## src/tks_pkg.sv

```systemverilog
// Shared types for the top-K selector: one kept entry and the chain commands.
// No dependencies.
`default_nettype none

package tks_pkg;

  localparam int unsigned IdW    = 10;
  localparam int unsigned ScoreW = 16;

  typedef struct packed {
    logic                     valid;
    logic [IdW-1:0]           id;
    logic signed [ScoreW-1:0] score;
  } entry_t;

  // Command broadcast to every cell in the chain
  typedef struct packed {
    logic insert;  // offer the incoming item
    logic drain;   // shift every entry one place towards cell 0
  } ctrl_t;

endpackage

`default_nettype wire

```

## src/tks_if.sv

```systemverilog
// Valid/ready channel interfaces for the top-K selector's input and result items.
// Depends on nothing but the fixed field widths.
`default_nettype none

interface tks_in_if;
  logic               valid;
  logic               ready;
  logic [9:0]         place_id;
  logic signed [15:0] score;
  logic               last;

  modport source (output valid, output place_id, output score, output last, input ready);
  modport sink   (input valid, input place_id, input score, input last, output ready);
endinterface

interface tks_out_if;
  logic               valid;
  logic               ready;
  logic [9:0]         out_id;
  logic signed [15:0] out_score;
  logic               out_last;

  modport source (output valid, output out_id, output out_score, output out_last, input ready);
  modport sink   (input valid, input out_id, input out_score, input out_last, output ready);
endinterface

`default_nettype wire

```

## src/tks_cell.sv

```systemverilog
// One cell of the sorted chain: holds one entry, compares, inserts or shifts.
// Depends on tks_pkg.
`default_nettype none

module tks_cell (
  input  wire logic           clk,
  input  wire logic           rst_n,
  input  wire tks_pkg::ctrl_t ctrl,
  input  wire tks_pkg::entry_t new_item,
  input  wire tks_pkg::entry_t prev_entry,  // neighbour nearer the head
  input  wire logic           prev_take,
  input  wire tks_pkg::entry_t next_entry,  // neighbour nearer the tail
  output tks_pkg::entry_t     entry_o,
  output logic                take_o
);

  tks_pkg::entry_t entry_r;

  // strictly greater: ties stay behind the kept entry
  assign take_o  = !entry_r.valid || (new_item.score > entry_r.score);
  assign entry_o = entry_r;

  // reset clears the valid bit only; id and score hold until written
  always_ff @(posedge clk) begin
    if (!rst_n) begin
      entry_r.valid <= 1'b0;
    end else if (ctrl.drain) begin
      entry_r <= next_entry;
    end else if (ctrl.insert && take_o) begin
      entry_r <= prev_take ? prev_entry : new_item;
    end
  end

endmodule

`default_nettype wire

```

## src/top_k_select_by_score_top.sv

```systemverilog
// Top-K selector: chain of TOP_K sorted cells plus load/drain control.
// Loading: one item accepted per cycle, inserted in the cycle it is taken.
// After the last item of a run: kept items leave best first, one per cycle
// while out_ch.ready is high; the first is registered once the output register is free.
// Input stalls during the drain.
// Synchronous active-low reset clears all cell valid bits and the output valid bit.
`default_nettype none

module top_k_select_by_score_top #(
  parameter int unsigned TOP_K = 10
) (
  input  wire logic clk,
  input  wire logic rst_n,
  tks_in_if.sink    in_ch,
  tks_out_if.source out_ch
);

  typedef enum logic {
    ST_LOAD,
    ST_DRAIN
  } state_t;

  state_t state_r;

  logic               out_valid_r;
  logic [9:0]         out_id_r;
  logic signed [15:0] out_score_r;
  logic               out_last_r;

  // entries[TOP_K] is a permanently empty slot behind the tail cell
  tks_pkg::entry_t entries [TOP_K+1];
  logic            takes   [TOP_K];
  tks_pkg::entry_t new_item;
  tks_pkg::ctrl_t  ctrl;

  logic in_fire;
  logic out_free;

  assign in_ch.ready = (state_r == ST_LOAD);
  assign in_fire     = in_ch.valid && in_ch.ready;
  assign out_free    = !out_valid_r || out_ch.ready;

  assign ctrl.insert = in_fire;
  assign ctrl.drain  = (state_r == ST_DRAIN) && out_free;

  assign new_item.valid = 1'b1;
  assign new_item.id    = in_ch.place_id;
  assign new_item.score = in_ch.score;

  assign entries[TOP_K] = '0;

  // The chain: cell i takes the new item if it is the first to beat,
  // or its upper neighbour's entry if that neighbour also takes.
  for (genvar i = 0; i < TOP_K; i++) begin : g_cell
    tks_pkg::entry_t prev_e;
    logic            prev_t;

    if (i == 0) begin : g_head
      assign prev_e = '0;
      assign prev_t = 1'b0;
    end else begin : g_body
      assign prev_e = entries[i-1];
      assign prev_t = takes[i-1];
    end

    tks_cell u_cell (
      .clk        (clk),
      .rst_n      (rst_n),
      .ctrl       (ctrl),
      .new_item   (new_item),
      .prev_entry (prev_e),
      .prev_take  (prev_t),
      .next_entry (entries[i+1]),
      .entry_o    (entries[i]),
      .take_o     (takes[i])
    );
  end

  // Control and output register. Head cell is always valid while draining:
  // the last item of a run has been offered, so at least one is kept.
  // While loading, a waiting result simply leaves once taken.
  always_ff @(posedge clk) begin
    if (!rst_n) begin
      state_r     <= ST_LOAD;
      out_valid_r <= 1'b0;
    end else begin
      unique case (state_r)
        ST_LOAD: begin
          if (out_ch.ready) begin
            out_valid_r <= 1'b0;
          end
          if (in_fire && in_ch.last) begin
            state_r <= ST_DRAIN;
          end
        end
        ST_DRAIN: begin
          if (out_free) begin
            out_valid_r <= 1'b1;
            out_id_r    <= entries[0].id;
            out_score_r <= entries[0].score;
            out_last_r  <= !entries[1].valid;
            if (!entries[1].valid) begin
              state_r <= ST_LOAD;
            end
          end
        end
        default: state_r <= ST_LOAD;
      endcase
    end
  end

  assign out_ch.valid     = out_valid_r;
  assign out_ch.out_id    = out_id_r;
  assign out_ch.out_score = out_score_r;
  assign out_ch.out_last  = out_last_r;

endmodule

`default_nettype wire

```

## src/flat_wrapper.sv

```systemverilog
// flat-port wrapper written by rule: the top's interface ports become plain ports
module top_k_select_by_score_top_flat 
#(
  parameter int unsigned TOP_K = 10
)
  (clk, rst_n, in_ch_valid, in_ch_place_id, in_ch_score, in_ch_last, in_ch_ready, out_ch_valid, out_ch_out_id, out_ch_out_score, out_ch_out_last, out_ch_ready);
  tks_in_if in_ch_i ();
  tks_out_if out_ch_i ();
  input  wire logic clk;
  input  wire logic rst_n;
  input wire logic [$bits(in_ch_i.valid)-1:0] in_ch_valid;
  input wire logic [$bits(in_ch_i.place_id)-1:0] in_ch_place_id;
  input wire logic [$bits(in_ch_i.score)-1:0] in_ch_score;
  input wire logic [$bits(in_ch_i.last)-1:0] in_ch_last;
  output wire logic [$bits(in_ch_i.ready)-1:0] in_ch_ready;
  output wire logic [$bits(out_ch_i.valid)-1:0] out_ch_valid;
  output wire logic [$bits(out_ch_i.out_id)-1:0] out_ch_out_id;
  output wire logic [$bits(out_ch_i.out_score)-1:0] out_ch_out_score;
  output wire logic [$bits(out_ch_i.out_last)-1:0] out_ch_out_last;
  input wire logic [$bits(out_ch_i.ready)-1:0] out_ch_ready;
  assign in_ch_i.valid = in_ch_valid;
  assign in_ch_i.place_id = in_ch_place_id;
  assign in_ch_i.score = in_ch_score;
  assign in_ch_i.last = in_ch_last;
  assign in_ch_ready = in_ch_i.ready;
  assign out_ch_valid = out_ch_i.valid;
  assign out_ch_out_id = out_ch_i.out_id;
  assign out_ch_out_score = out_ch_i.out_score;
  assign out_ch_out_last = out_ch_i.out_last;
  assign out_ch_i.ready = out_ch_ready;
  top_k_select_by_score_top #(.TOP_K(TOP_K)) u_core (.clk(clk), .rst_n(rst_n), .in_ch(in_ch_i), .out_ch(out_ch_i));
endmodule
```

## config.mk

```make
export PLATFORM = sky130hd
export DESIGN_NAME = top_k_select_by_score_top_flat
export DESIGN_NICKNAME = d
export VERILOG_FILES = /design/src/tks_pkg.sv /design/src/tks_if.sv /design/src/tks_cell.sv /design/src/top_k_select_by_score_top.sv /design/src/flat_wrapper.sv
export SDC_FILE = /design/constraint.sdc
export NUM_CORES = 1
export LEC_CHECK = 0
export BUFFER_PORTS_ARGS = -buffer_cell sky130_fd_sc_hd__clkbuf_2
export CAP_MARGIN = 25
export CORE_MARGIN = 2
export CORE_UTILIZATION = 55
export DETAILED_ROUTE_END_ITERATION = 12
export PLACE_DENSITY = 0.79
export REMOVE_ABC_BUFFERS = 1
export SYNTH_ARGS = -nofsm -noshare
export SYNTH_HDL_FRONTEND = slang
export SYNTH_SLANG_ARGS = --single-unit
```

## constraint.sdc

```tcl
create_clock -name clk -period 5.29 [get_ports clk]
set_input_delay 0.7935 -clock clk [delete_from_list [all_inputs] [get_ports clk]]
set_output_delay 0.7935 -clock clk [all_outputs]
set_load 0.005 [all_outputs]
```

==> flow_summary.yaml <==
synthesis:
  ys_ff_latch: 299
  synthTopCellsByCount: "edfxtp_1, nand2_1, inv_1"
  synth-seq-area-share_pct: 49.1
  synth_warnings: 0
  yosysMostFrequentCell: "edfxtp_1"
  avgSynthCellArea_um2: 10.5
  synth_top_cell_by_area: "edfxtp_1"
  synth.distinct_cells: 62
  synth_cells: 1723
  yosysTopAreaCellShare_pct: 47.7
  netlist_area_mm2: 0.0181
  ys.flop_type: "edfxtp_1"
  ys_top_cells_by_area: "edfxtp_1, ha_1, mux2i_1"
  synth_edf_count: 287
  synthArstFlopShare_pct: 0
place:
  dp_hpwl_um: 35500
  numPortBuffers: 59
  place_congestion: 0.953
clocking:
  numCtsBuffers: 34
  holdBufCountCts: 0
  htreeDepth: 2
  clockBufferDepth: 3
  cts_tree: "yes"
  post_cts_buffers: 0
  clock_latency_ns: 0.52
  cts.sinks: 299
  root_buffer: "clkbuf_16"
  cts_resized: 0
  path_clk_slew_ns: 0.06
critical_path:
  arrival_ns: 4.04
  end_kind: "flop"
  required_ns: 5.50
  startpoint_type: "input pin"
  critical_path_class: "in -> reg"
  path_max_fanout: 17
timing:
  worst_slew_pin_slew_ns: 0.990
  period_share_pct: 72.4
  max_freq_mhz: 261
  skew_ns: 0.0211
  hold_slack_ns: 0.459
  slew_headroom_pct: 33.9
  post-route-min-period_ns: 3.83
  setup_viol: 0
  rsz0062_at_grt: "false"
  hold_viol: 0
  drv_slew: 0
floorplan:
  fp.dieH_um: 185
  pin_count: 60
  die-area_mm2: 0.0343
  start_util_pct: 55.6
  die_x_um: 185
  core-area_mm2: 0.0325
  fp-row-count: 66
power_and_ir_drop:
  ir_worst_vdd_uv: 201
  power_frac_comb_pct: 18.3
  seqPwrFrac_pct: 45.3
  power.internal_mw: 4.78
  p_per_area_mw_per_mm2: 333
  leakagePower_nw: 8.14
  switching_power_mw: 1.89
  clkPwrFrac_pct: 36.4
  switching_share_pct: 28.3
routing:
  wl_per_cell_um: 23.7
  routed_wl_um: 52800
  ant_nets: 0
  drt_pre_antenna_iters: 5
  num_vias: 14600
  drc: 0
  vias_per_cell: 6.55
  drt-initial-drc-count: 1714
layout:
  fin_nets: 1953
  diodes: 0
  syn2layout_area_growth_pct: 11.0
  utilization_pct: 61.7
  nFillCells: 2622
  drive_gt1_share_pct: 11.3
global_route:
  grt_first_pass_wirelength_um: 80800
  antenna_found_initial: 0
  grt_max_degree: 198
  grtUsageMet2_pct: 49.2
  busiest_layer: "met2"
  gr-usage-met3_pct: 4.74
  met1_usage_pct: 42.2
  grt_pass1_vias: 14100
  grt_overflow: 0
  track_usage_pct: 31.0
min_path:
  holdCritPathClass: "reg -> reg"
job:
  max_cap_viol_count: 0
run_status:
  status: "finished, final reports clean"
cells in the final DEF (no fill, tap or decap), types with 28 or more instances in the layout:
cell	n
mux2i_1	108
o221ai_1	45
nand3_1	109
nand4_1	28
a21oi_1	110
buf_4	38
nor2_1	70
nand2_1	193
edfxtp_1	287
inv_1	163
o21ai_0	71
ha_1	160
o211ai_1	37
clkbuf_2	59
clkbuf_16	35
metrics by stage:
step | total power [mW] | TNS, ns | cell area, um2 | std cells | worst slack (ns)
after detailed placement | 4.26 | 0 | 18900 | 2168 | 0.964
after CTS | 6.66 | 0 | 20000 | 2228 | 1.49
after floorplan | 3.83 | -655.73 | 17600 | 1624 | -3.39
final | 6.67 | 0 | 20000 | 2228 | 1.46
after global placement | 4.21 | 0 | 18900 | 2168 | 1.05
after global routing | 6.90 | 0 | 20000 | 2228 | 1.36
power by group through the flow:
| stage | combinational (mW) | sequential (mW) | clock [mW] |
|---|---|---|---|
| 6_report | 1.22 | 3.02 | 2.43 |
| 5_1_grt | 1.34 | 3.04 | 2.53 |
| 4_1_cts | 1.20 | 3.02 | 2.44 |
| 3_5_place_dp | 1.20 | 3.06 | 0 |
| 3_3_place_gp | 1.15 | 3.06 | 0 |
| 2_1_floorplan | 0.808 | 3.02 | 0 |
logic make-up after synthesis:
group,share of synthesized area (%)
AOI/OAI and AO/OA,15.5
adders and majority gates,11.1
buffers and inverters,5.96
DFF,49.1
muxes,5.99
and+or+nand+nor,12.4
critical path: stages:
cell      delay, ns
clkbuf_2       0.29
ha_1           0.41
nand4_1        0.12
or3_4          0.41
a211oi_1       0.27
o32a_1         0.30
nor4_4         0.08
buf_4          0.24
o21a_1         0.25
nor2_4         0.58
buf_12         0.25
sequential cells by signal (all words and copies together), names as in the netlist:
| name | cells |
|---|---|
| u_core.g_cell.u_cell.entry_o | 270 |
| u_core.out_ch.out_score | 16 |
| u_core.out_ch.out_id | 10 |
| u_core.out_ch.out_last | 1 |
| u_core.out_ch.valid | 1 |
| u_core.state_r | 1 |
path summary, 6_finish.rpt:
path | start | end | slack, ns | cells after the start
worst max-delay path | in_ch_score[12] | u_core.g_cell[1].u_cell.entry_o[19] | 1.46 | 11
worst min-delay path | u_core.g_cell[0].u_cell.entry_o[23] | u_core.out_ch.out_id[7] | 0.46 | 0
worst max register to register | u_core.g_cell[1].u_cell.entry_o[15] | u_core.g_cell[1].u_cell.entry_o[19] | 1.64 | 11
worst min register to register | u_core.g_cell[0].u_cell.entry_o[23] | u_core.out_ch.out_id[7] | 0.46 | 0
routing by layer:
layer,routed length [um],vias up
li1,-,6522
met3,4990,153
met5,0,-
met2,24000,834
met1,21300,7080
met4,2500,0
layout make-up:
type / instances / area (um2) / share of cell area [%]
clock inverters: 18 / 194 / 0.968
inverters: 163 / 612 / 3.05
flip-flops and latches: 299 / 8860 / 44.2
well taps: 442 / 553 / 2.76
clock buffers: 42 / 932 / 4.65
repair buffers: 102 / 681 / 3.40
multi-input cells: 1162 / 8210 / 41.0
No activity file was read; power rests on OpenSTA's default activity.
